**src/hdl/nms_pkg.sv**
```systemverilog
// shared widths, constants and types for the 3x3 neighbour mean smoother
`default_nettype none

package nms_pkg;

	localparam int ELEMENT_BITS = 16;
	localparam int MAX_COLUMNS  = 32;
	localparam int MAX_ROWS     = 1024;

	localparam int ROW_W     = $clog2(MAX_ROWS);
	localparam int COL_W     = $clog2(MAX_COLUMNS);
	localparam int ROW_CFG_W = 11;
	localparam int COL_CFG_W = 6;

	localparam int CFG_DATA_W  = ROW_CFG_W;
	localparam int CFG_INDEX_W = 2;

	localparam logic [CFG_INDEX_W-1:0] CFG_ROW_COUNT    = CFG_INDEX_W'(0);
	localparam logic [CFG_INDEX_W-1:0] CFG_COLUMN_COUNT = CFG_INDEX_W'(1);

	localparam int SUM_W     = ELEMENT_BITS + 3;
	localparam int CNT_W     = 4;
	localparam int FRAC_BITS = 8;
	localparam int N_W       = SUM_W + FRAC_BITS;
	localparam int MEAN_W    = 24;

	// reciprocal multipliers, exact for every dividend below 2**N_W
	localparam int K3   = N_W + 2;
	localparam int K5   = N_W + 3;
	localparam int M_W  = N_W + 1;
	localparam logic [M_W-1:0] M3 = M_W'(((64'd1 << K3) + 64'd2) / 64'd3);
	localparam logic [M_W-1:0] M5 = M_W'(((64'd1 << K5) + 64'd4) / 64'd5);
	localparam int PROD_W = N_W + M_W;

	typedef struct packed {
		logic [ROW_W-1:0] row;
		logic [COL_W-1:0] column;
		logic             last;
	} nms_tag_t;

endpackage

`default_nettype wire

```
**src/hdl/nms_mean_unit.sv**
```systemverilog
// rounding division of a neighbour sum by its count, saturation and output register
`default_nettype none

module nms_mean_unit (
	input  logic                                clk,
	input  logic                                arst_n,
	input  logic                                item_valid,
	output logic                                item_stall,
	input  logic signed [nms_pkg::SUM_W-1:0]    sum,
	input  logic [nms_pkg::CNT_W-1:0]           cnt,
	input  nms_pkg::nms_tag_t                   tag,
	output logic                                out_valid,
	input  logic                                out_stall,
	output logic signed [nms_pkg::MEAN_W-1:0]   mean_q8,
	output logic                                no_neighbours,
	output logic [nms_pkg::ROW_W-1:0]           out_row,
	output logic [nms_pkg::COL_W-1:0]           out_column,
	output logic                                last_of_matrix
);
	import nms_pkg::*;

	typedef enum logic [2:0] {
		DIV_ONE,
		DIV_TWO,
		DIV_THREE,
		DIV_FIVE,
		DIV_EIGHT
	} div_t;

	localparam int QX_W = ((N_W > MEAN_W) ? N_W : MEAN_W) + 1;
	localparam logic [QX_W-1:0] NEG_LIMIT = QX_W'(1) << (MEAN_W - 1);
	localparam logic [QX_W-1:0] POS_LIMIT = NEG_LIMIT - QX_W'(1);

	logic v_s3, v_s4, v_s5;
	logic out_free, s4_free, s3_free;

	logic [N_W-1:0]    n_s3;
	logic              neg_s3;
	div_t              div_s3;
	logic              none_s3;
	nms_tag_t          tag_s3;

	logic [PROD_W-1:0] prod_s4;
	logic              neg_s4;
	div_t              div_s4;
	logic              none_s4;
	nms_tag_t          tag_s4;

	logic signed [MEAN_W-1:0] mean_s5;
	logic                     none_s5;
	nms_tag_t                 tag_s5;

	logic              neg_c;
	logic [SUM_W-1:0]  mag_c;
	logic [N_W-1:0]    n_c;
	div_t              div_c;
	logic [M_W-1:0]    mult_c;
	logic [PROD_W-1:0] prod_c;
	logic [N_W-1:0]    q_c;
	logic [QX_W-1:0]   qx_c;
	logic [MEAN_W-1:0] mean_c;

	assign out_free   = !v_s5 || !out_stall;
	assign s4_free    = !v_s4 || out_free;
	assign s3_free    = !v_s3 || s4_free;
	assign item_stall = !s3_free;

	// magnitude, rounding offset and divisor class
	always_comb begin
		neg_c = sum[SUM_W-1];
		mag_c = neg_c ? SUM_W'(-sum) : SUM_W'(sum);
		n_c   = {mag_c, FRAC_BITS'(0)} + N_W'(cnt >> 1);
		case (cnt)
			CNT_W'(2): div_c = DIV_TWO;
			CNT_W'(3): div_c = DIV_THREE;
			CNT_W'(5): div_c = DIV_FIVE;
			CNT_W'(8): div_c = DIV_EIGHT;
			default:   div_c = DIV_ONE;
		endcase
	end

	always_comb begin
		unique case (div_s3)
			DIV_THREE: mult_c = M3;
			DIV_FIVE:  mult_c = M5;
			default:   mult_c = M_W'(1);
		endcase
		prod_c = PROD_W'(n_s3) * PROD_W'(mult_c);
	end

	always_comb begin
		unique case (div_s4)
			DIV_TWO:   q_c = N_W'(prod_s4 >> 1);
			DIV_EIGHT: q_c = N_W'(prod_s4 >> 3);
			DIV_THREE: q_c = N_W'(prod_s4 >> K3);
			DIV_FIVE:  q_c = N_W'(prod_s4 >> K5);
			default:   q_c = N_W'(prod_s4);
		endcase
		qx_c = QX_W'(q_c);
		if (neg_s4) begin
			mean_c = (qx_c > NEG_LIMIT) ? MEAN_W'(NEG_LIMIT) : MEAN_W'(-qx_c);
		end else begin
			mean_c = (qx_c > POS_LIMIT) ? MEAN_W'(POS_LIMIT) : MEAN_W'(qx_c);
		end
	end

	always_ff @(posedge clk or negedge arst_n) begin
		if (!arst_n) begin
			v_s3 <= 1'b0;
			v_s4 <= 1'b0;
			v_s5 <= 1'b0;
		end else begin
			if (s3_free) begin
				v_s3 <= item_valid;
			end
			if (s4_free) begin
				v_s4 <= v_s3;
			end
			if (out_free) begin
				v_s5 <= v_s4;
			end
		end
	end

	always_ff @(posedge clk) begin
		if (item_valid && s3_free) begin
			n_s3    <= n_c;
			neg_s3  <= neg_c;
			div_s3  <= div_c;
			none_s3 <= (cnt == '0);
			tag_s3  <= tag;
		end
		if (v_s3 && s4_free) begin
			prod_s4 <= prod_c;
			neg_s4  <= neg_s3;
			div_s4  <= div_s3;
			none_s4 <= none_s3;
			tag_s4  <= tag_s3;
		end
		if (v_s4 && out_free) begin
			mean_s5 <= mean_c;
			none_s5 <= none_s4;
			tag_s5  <= tag_s4;
		end
	end

	assign out_valid      = v_s5;
	assign mean_q8        = mean_s5;
	assign no_neighbours  = none_s5;
	assign out_row        = tag_s5.row;
	assign out_column     = tag_s5.column;
	assign last_of_matrix = tag_s5.last;

endmodule

`default_nettype wire

```
**src/hdl/neighbour_mean_smoothing_3x3_top.sv**
```systemverilog
// top level of the 3x3 neighbour mean smoother: line buffers, window, result sequencing
//
// channel   direction  handshake             payload
// in        to block   in_valid / in_stall   element_value
// out       from block out_valid / out_stall mean_q8, no_neighbours, out_row, out_column,
//                                            last_of_matrix
// cfg       to block   cfg_valid / cfg_ready cfg_index, cfg_data
//
// one element per cycle unless in_stall is raised; an element that completes k results
// (last column, last row) holds the input while more than one of its results is pending,
// as one result a cycle leaves the window while the divide pipeline is free; the first
// result of an element passes the window, sum and mean unit registers before it is valid
// reset clears counters and pipeline valids; line buffers and window are not reset
// output stall back-pressures through the divide pipeline to in_stall
`default_nettype none

module neighbour_mean_smoothing_3x3_top (
	input  logic                                  clk,
	input  logic                                  arst_n,
	input  logic                                  in_valid,
	output logic                                  in_stall,
	input  logic signed [nms_pkg::ELEMENT_BITS-1:0] element_value,
	output logic                                  out_valid,
	input  logic                                  out_stall,
	output logic signed [nms_pkg::MEAN_W-1:0]     mean_q8,
	output logic                                  no_neighbours,
	output logic [nms_pkg::ROW_W-1:0]             out_row,
	output logic [nms_pkg::COL_W-1:0]             out_column,
	output logic                                  last_of_matrix,
	input  logic                                  cfg_valid,
	output logic                                  cfg_ready,
	input  logic [nms_pkg::CFG_INDEX_W-1:0]       cfg_index,
	input  logic [nms_pkg::CFG_DATA_W-1:0]        cfg_data
);
	import nms_pkg::*;

	typedef struct packed {
		logic [ELEMENT_BITS-1:0] upper;
		logic [ELEMENT_BITS-1:0] middle;
	} line_t;

	line_t lbuf_q [MAX_COLUMNS];

	logic [ROW_W-1:0] rows_last_q, r_q;
	logic [COL_W-1:0] cols_last_q, c_q;

	logic signed [ELEMENT_BITS-1:0] win_s1 [3][3];
	logic [ROW_W-1:0] r_s1;
	logic [COL_W-1:0] c_s1;
	logic [3:0]       pend_s1;

	logic                    v_s2;
	logic signed [SUM_W-1:0] sum_s2;
	logic [CNT_W-1:0]        cnt_s2;
	nms_tag_t                tag_s2;

	logic unit_stall, s2_free, emit, accept, cfg_write;
	logic [3:0] low_bit, pend_new;
	logic [1:0] sel;
	logic [2:0] row_ok, col_ok;
	logic signed [SUM_W-1:0] sum_c;
	logic [CNT_W-1:0]        cnt_c;
	nms_tag_t                tag_c;
	logic [ROW_CFG_W-1:0] rows_cfg;
	logic [COL_CFG_W-1:0] cols_cfg;
	logic [ROW_W-1:0]     rows_last_c;
	logic [COL_W-1:0]     cols_last_c;

	assign cfg_ready = 1'b1;
	assign cfg_write = cfg_valid && cfg_ready
		&& (cfg_index == CFG_ROW_COUNT || cfg_index == CFG_COLUMN_COUNT);

	assign s2_free  = !v_s2 || !unit_stall;
	assign emit     = (pend_s1 != '0) && s2_free;
	assign low_bit  = pend_s1 & (~pend_s1 + 4'd1);
	assign in_stall = (pend_s1 != '0) && !(s2_free && $onehot(pend_s1));
	assign accept   = in_valid && !in_stall;

	assign pend_new[0] = (r_q != '0) && (c_q != '0);
	assign pend_new[1] = (r_q != '0) && (c_q == cols_last_q);
	assign pend_new[2] = (r_q == rows_last_q) && (c_q != '0);
	assign pend_new[3] = (r_q == rows_last_q) && (c_q == cols_last_q);

	// effective sizes held as last index
	always_comb begin
		rows_cfg = cfg_data[ROW_CFG_W-1:0];
		cols_cfg = cfg_data[COL_CFG_W-1:0];
		if (rows_cfg == '0) begin
			rows_last_c = '0;
		end else if (rows_cfg > ROW_CFG_W'(MAX_ROWS)) begin
			rows_last_c = ROW_W'(MAX_ROWS - 1);
		end else begin
			rows_last_c = ROW_W'(rows_cfg - ROW_CFG_W'(1));
		end
		if (cols_cfg == '0) begin
			cols_last_c = '0;
		end else if (cols_cfg > COL_CFG_W'(MAX_COLUMNS)) begin
			cols_last_c = COL_W'(MAX_COLUMNS - 1);
		end else begin
			cols_last_c = COL_W'(cols_cfg - COL_CFG_W'(1));
		end
	end

	// neighbour sum for the lowest pending centre
	always_comb begin
		if (pend_s1[0]) begin
			sel = 2'd0;
		end else if (pend_s1[1]) begin
			sel = 2'd1;
		end else if (pend_s1[2]) begin
			sel = 2'd2;
		end else begin
			sel = 2'd3;
		end
		row_ok = {1'b1, r_s1 != '0, r_s1 >= ROW_W'(2)};
		col_ok = {1'b1, c_s1 != '0, c_s1 >= COL_W'(2)};
		sum_c  = '0;
		cnt_c  = '0;
		for (int k = 0; k < 3; k++) begin
			for (int j = 0; j < 3; j++) begin
				if (k >= int'(sel[1]) && j >= int'(sel[0])
					&& !(k == int'(sel[1]) + 1 && j == int'(sel[0]) + 1)
					&& row_ok[k] && col_ok[j]) begin
					sum_c = sum_c + SUM_W'(win_s1[k][j]);
					cnt_c = cnt_c + CNT_W'(1);
				end
			end
		end
		tag_c.row    = r_s1 - ROW_W'(1) + ROW_W'(sel[1]);
		tag_c.column = c_s1 - COL_W'(1) + COL_W'(sel[0]);
		tag_c.last   = (sel == 2'd3);
	end

	always_ff @(posedge clk or negedge arst_n) begin
		if (!arst_n) begin
			rows_last_q <= '0;
			cols_last_q <= '0;
			r_q         <= '0;
			c_q         <= '0;
			pend_s1     <= '0;
			v_s2        <= 1'b0;
		end else begin
			if (cfg_valid && cfg_ready) begin
				unique case (cfg_index)
					CFG_ROW_COUNT:    rows_last_q <= rows_last_c;
					CFG_COLUMN_COUNT: cols_last_q <= cols_last_c;
					default:          ;
				endcase
			end
			if (cfg_write) begin
				r_q <= '0;
				c_q <= '0;
			end else if (accept) begin
				if (c_q == cols_last_q) begin
					c_q <= '0;
					r_q <= (r_q == rows_last_q) ? '0 : r_q + ROW_W'(1);
				end else begin
					c_q <= c_q + COL_W'(1);
				end
			end
			if (accept) begin
				pend_s1 <= pend_new;
			end else if (emit) begin
				pend_s1 <= pend_s1 & ~low_bit;
			end
			if (s2_free) begin
				v_s2 <= emit;
			end
		end
	end

	always_ff @(posedge clk) begin
		if (accept) begin
			for (int k = 0; k < 3; k++) begin
				win_s1[k][0] <= win_s1[k][1];
				win_s1[k][1] <= win_s1[k][2];
			end
			win_s1[0][2] <= lbuf_q[c_q].upper;
			win_s1[1][2] <= lbuf_q[c_q].middle;
			win_s1[2][2] <= element_value;
			lbuf_q[c_q]  <= {lbuf_q[c_q].middle, element_value};
			r_s1         <= r_q;
			c_s1         <= c_q;
		end
		if (emit) begin
			sum_s2 <= sum_c;
			cnt_s2 <= cnt_c;
			tag_s2 <= tag_c;
		end
	end

	nms_mean_unit u_mean (
		.clk            (clk),
		.arst_n         (arst_n),
		.item_valid     (v_s2),
		.item_stall     (unit_stall),
		.sum            (sum_s2),
		.cnt            (cnt_s2),
		.tag            (tag_s2),
		.out_valid      (out_valid),
		.out_stall      (out_stall),
		.mean_q8        (mean_q8),
		.no_neighbours  (no_neighbours),
		.out_row        (out_row),
		.out_column     (out_column),
		.last_of_matrix (last_of_matrix)
	);

`ifndef SYNTHESIS
	a_last_position: assert property (@(posedge clk) disable iff (!arst_n)
		out_valid && last_of_matrix |-> out_row == rows_last_q && out_column == cols_last_q)
		else $error("last result not at the final position");

	a_none_is_zero: assert property (@(posedge clk) disable iff (!arst_n)
		out_valid && no_neighbours |-> mean_q8 == '0)
		else $error("mean not zero without neighbours");

	a_none_single: assert property (@(posedge clk) disable iff (!arst_n)
		out_valid && no_neighbours |-> rows_last_q == '0 && cols_last_q == '0)
		else $error("no neighbours outside a single element matrix");

	a_stall_busy: assert property (@(posedge clk) disable iff (!arst_n)
		in_stall |-> pend_s1 != '0)
		else $error("input stalled with no pending result");
`endif

endmodule

`default_nettype wire

```
**config.mk**
```make
export PLATFORM = sky130hd
export DESIGN_NAME = neighbour_mean_smoothing_3x3_top
export DESIGN_NICKNAME = d
export VERILOG_FILES = /design/src/hdl/nms_pkg.sv /design/src/hdl/nms_mean_unit.sv /design/src/hdl/neighbour_mean_smoothing_3x3_top.sv
export SDC_FILE = /design/constraint.sdc
export NUM_CORES = 2
export LEC_CHECK = 0
export BUFFER_PORTS_ARGS = -buffer_cell sky130_fd_sc_hd__buf_2
export CAP_MARGIN = 10
export CORE_MARGIN = 2
export CORE_UTILIZATION = 40
export DETAILED_ROUTE_END_ITERATION = 7
export HOLD_SLACK_MARGIN = 0.06
export PLACE_DENSITY_LB_ADDON = 0.3
export SLEW_MARGIN = 20
export SYNTH_ARGS = -nofsm -noshare
export SYNTH_HDL_FRONTEND = slang
export SYNTH_HIERARCHICAL = 1
export SYNTH_SLANG_ARGS = --single-unit
```
**constraint.sdc**
```tcl
create_clock -name clk -period 13.9 [get_ports clk]
set_input_delay 2.78 -clock clk [delete_from_list [all_inputs] [get_ports clk]]
set_output_delay 2.78 -clock clk [all_outputs]
set_load 0.01 [all_outputs]
```
==> impl_metrics.env <==
export IMPL_cp_slowest_stage_delay_ns=0.75
export IMPL_cts_buffers=150
export IMPL_firstDrtPassIters=6
export IMPL_cts_tree="built"
export IMPL_vias_per_cell=5.58
export IMPL_synth_warnings=6
export IMPL_nets=5888
export IMPL_netlist_instances=5125
export IMPL_finalCriticalPeriod_ns=12.80
export IMPL_clk_latency_ns=0.81
export IMPL_area_growth_synth_to_final_pct=11.8
export IMPL_rsz0062_at_grt="false"
export IMPL_fin_setup_tns_ns=0
export IMPL_drive_gt1_share_pct=14.9
export IMPL_critPathMostFrequentCell="ha_1"
export IMPL_slew_violations=0
export IMPL_htreeDepth=4
export IMPL_num_rows=157
export IMPL_post_drt_wl_per_cell_um=24.2
export IMPL_dieArea_um2=188000
export IMPL_postRouteAntennaNets=0
export IMPL_setup_violations=0
export IMPL_critical_path_endpoint_type="register"
export IMPL_outcome="finished clean"
export IMPL_cts_root_buf="clkbuf_16"
export IMPL_drc=0
export IMPL_layout_commonest_cell="edfxtp_1"
export IMPL_path_max_fanout=8
export IMPL_grt_max_degree=129
export IMPL_fin_util_pct=45.1
export IMPL_synth_edff_count=1382
export IMPL_cts_sinks=1420
export IMPL_num_io_pins=78
export IMPL_start_util_pct=40.3
export IMPL_portBuffers=76
export IMPL_crit_arrival_ns=13.32
export IMPL_grt_pass1_vias=44900
export IMPL_detailroute_via_count=43800
export IMPL_max_slew_margin_rel_pct=32.1
export IMPL_synthArstFlopShare_pct=2.68
export IMPL_fillCellCount=16300
export IMPL_crit_type="register to register"
export IMPL_cts_buffer_depth=3
export IMPL_min_path_type="register to register"
export IMPL_cap_violations=0
export IMPL_syn_nets=5759
export IMPL_finClkSkew_ns=0.0572
export IMPL_hold_viol_final=0
export IMPL_place_gp_congestion=0.915
export IMPL_seq_area_frac_synth_pct=57.4
export IMPL_final_cell_mix="edfxtp_1 (1,382), inv_1 (416), ha_1 (394), mux4_2 (257), nand2_1 (229)"
export IMPL_ys_ff_latch=1420
export IMPL_crit_required_ns=14.42
export IMPL_post_synth_cell_area_avg_um2=14.4
export IMPL_synth_area_um2=74000
export IMPL_grt_pass1_wl_mm=282
export IMPL_cp_start_kind="register"
export IMPL_overflow=0
export IMPL_clk_pin_slew_ns=0.06
export IMPL_drt_iter0_drc=3671
export IMPL_synth_ff_type="edfxtp_1"
export IMPL_core_um2=183000
export IMPL_regArea_um2=42500
export IMPL_worst_pin_slew_ns=1.02
export IMPL_antenna_found_initial=5
export IMPL_hpwl_mm=122
export IMPL_antenna_cells=0
export IMPL_synth_distinct_cells=104
export IMPL_dieWidth_um=434
export IMPL_max_clock_freq_ghz=0.0781
export IMPL_multi_input_area_um2=29500
export IMPL_wirelength_mm=190
export IMPL_track_usage_pct=20.1
export IMPL_cp_slowest_cell="o41ai_1"
export IMPL_post_route_period_util_pct=92.1
export IMPL_die_h_um=434
## path summary, 6_finish.rpt
path,startpoint,to,slack [ns],depth (start not counted)
max,pend_s1[0],sum_s2[18],1.10,58
min,u_mean/tag_s4[2],u_mean/out_column[1],0.40,0
max reg2reg,pend_s1[0],sum_s2[18],1.10,58
min reg2reg,u_mean/tag_s4[2],u_mean/out_column[1],0.40,0
max in group asynchronous,arst_n,c_q[0],11.11,1
min in group asynchronous,arst_n,u_mean/out_valid,2.12,1
## layer usage
layer  wire [µm]  share of wire, %  global-route usage, %
met5          59             0.031                      0
met4        5480               2.9                   6.19
met3        9300               4.9                   2.69
met2       99400                52                   36.7
met1       75300                40                   24.5
## stage by stage
step                      hold slack, ns  cell area [µm²]  cells  worst slack (ns)
after global routing               0.409            82700   7842            0.0208
after CTS                          0.398            82600   7838             0.703
final                              0.403            82700   7842              1.10
after global placement             0.402            77700   7562             0.927
after floorplan                    0.400            74000   5125              1.66
after detailed placement           0.405            77700   7562             0.765
## layout make-up
class / instances / area share [%]
Timing Repair Buffer: 167 / 1.34
Inverter: 425 / 1.94
Tap cell: 2464 / 3.73
Clock inverter: 98 / 1.27
Sequential cell: 1420 / 51.3
Multi-Input combinational cell: 3090 / 35.7
Clock buffer: 178 / 4.72
## registers in the layout (all words and copies together), names as in the netlist, 10 cells and up
signal and cells:
lbuf_q 1024, r_q 10, r_s1 10, rows_last_q 10, sum_s2 19, tag_s2 16, u_mean/mean_q8 24, u_mean/n_s3 22
u_mean/out_row 10, u_mean/prod_s4 55, u_mean/tag_s3 16, u_mean/tag_s4 16, win_s1 144
## cell usage after synthesis, types with 28 or more instances
| master | n | area, µm² |
|---|---|---|
| clkbuf_1 | 118 | 443 |
| a31oi_1 | 32 | 200 |
| o21a_1 | 41 | 308 |
| buf_1 | 40 | 150 |
| nand2b_1 | 45 | 282 |
| a21oi_1 | 210 | 1050 |
| nand2_1 | 229 | 860 |
| nor2b_1 | 44 | 275 |
| xor2_1 | 72 | 631 |
| xnor2_1 | 173 | 1520 |
| ha_1 | 394 | 4930 |
| nor3_1 | 58 | 290 |
| nand3_1 | 55 | 275 |
| nand4_1 | 51 | 319 |
| o21bai_1 | 34 | 255 |
| a22oi_1 | 140 | 1050 |
| and3_1 | 50 | 313 |
| a21o_1 | 76 | 571 |
| nor2_1 | 260 | 976 |
| and2_1 | 37 | 231 |
| o21ai_0 | 130 | 651 |
| o22ai_1 | 28 | 175 |
| dfrtp_1 | 38 | 951 |
| o21ai_1 | 28 | 140 |
| inv_1 | 417 | 1570 |
| edfxtp_1 | 1382 | 41500 |
| mux4_2 | 257 | 5790 |
| fa_1 | 206 | 4120 |
| mux2i_1 | 38 | 380 |
| mux2_2 | 35 | 394 |
## cell families after synthesis
kind of cell / Yosys count / share of synthesized area, %
simple gates: 963 / 6.53
xor+xnor: 253 / 3.09
mux: 334 / 8.94
other cells: 1 / 0.00507
fa+ha+maj: 602 / 12.3
buf+inv: 615 / 3.24
flops: 1420 / 57.4
compound gates: 937 / 8.55
## worst max-delay path, delay by kind of cell (launching register included)
family	cells	cell delay [ns]
multiplexers	3	0.70
buffers and inverters	3	0.40
AO/OA/AOI/OAI	22	4.77
adder cells (fa/ha/maj)	9	2.59
XOR/XNOR	7	1.18
flip-flops	1	0.44
AND/OR/NAND/NOR	14	2.44
## timing repair
item,CTS,global route
buffers inserted,0,1
resized for setup,0,9
hold buffers,0,0
endpoints found under the hold margin,0,0
endpoints found under the setup margin,0,4
Power is not shown: default switching activity piles up to over one toggle a cycle in this logic, so the estimate is an artifact.
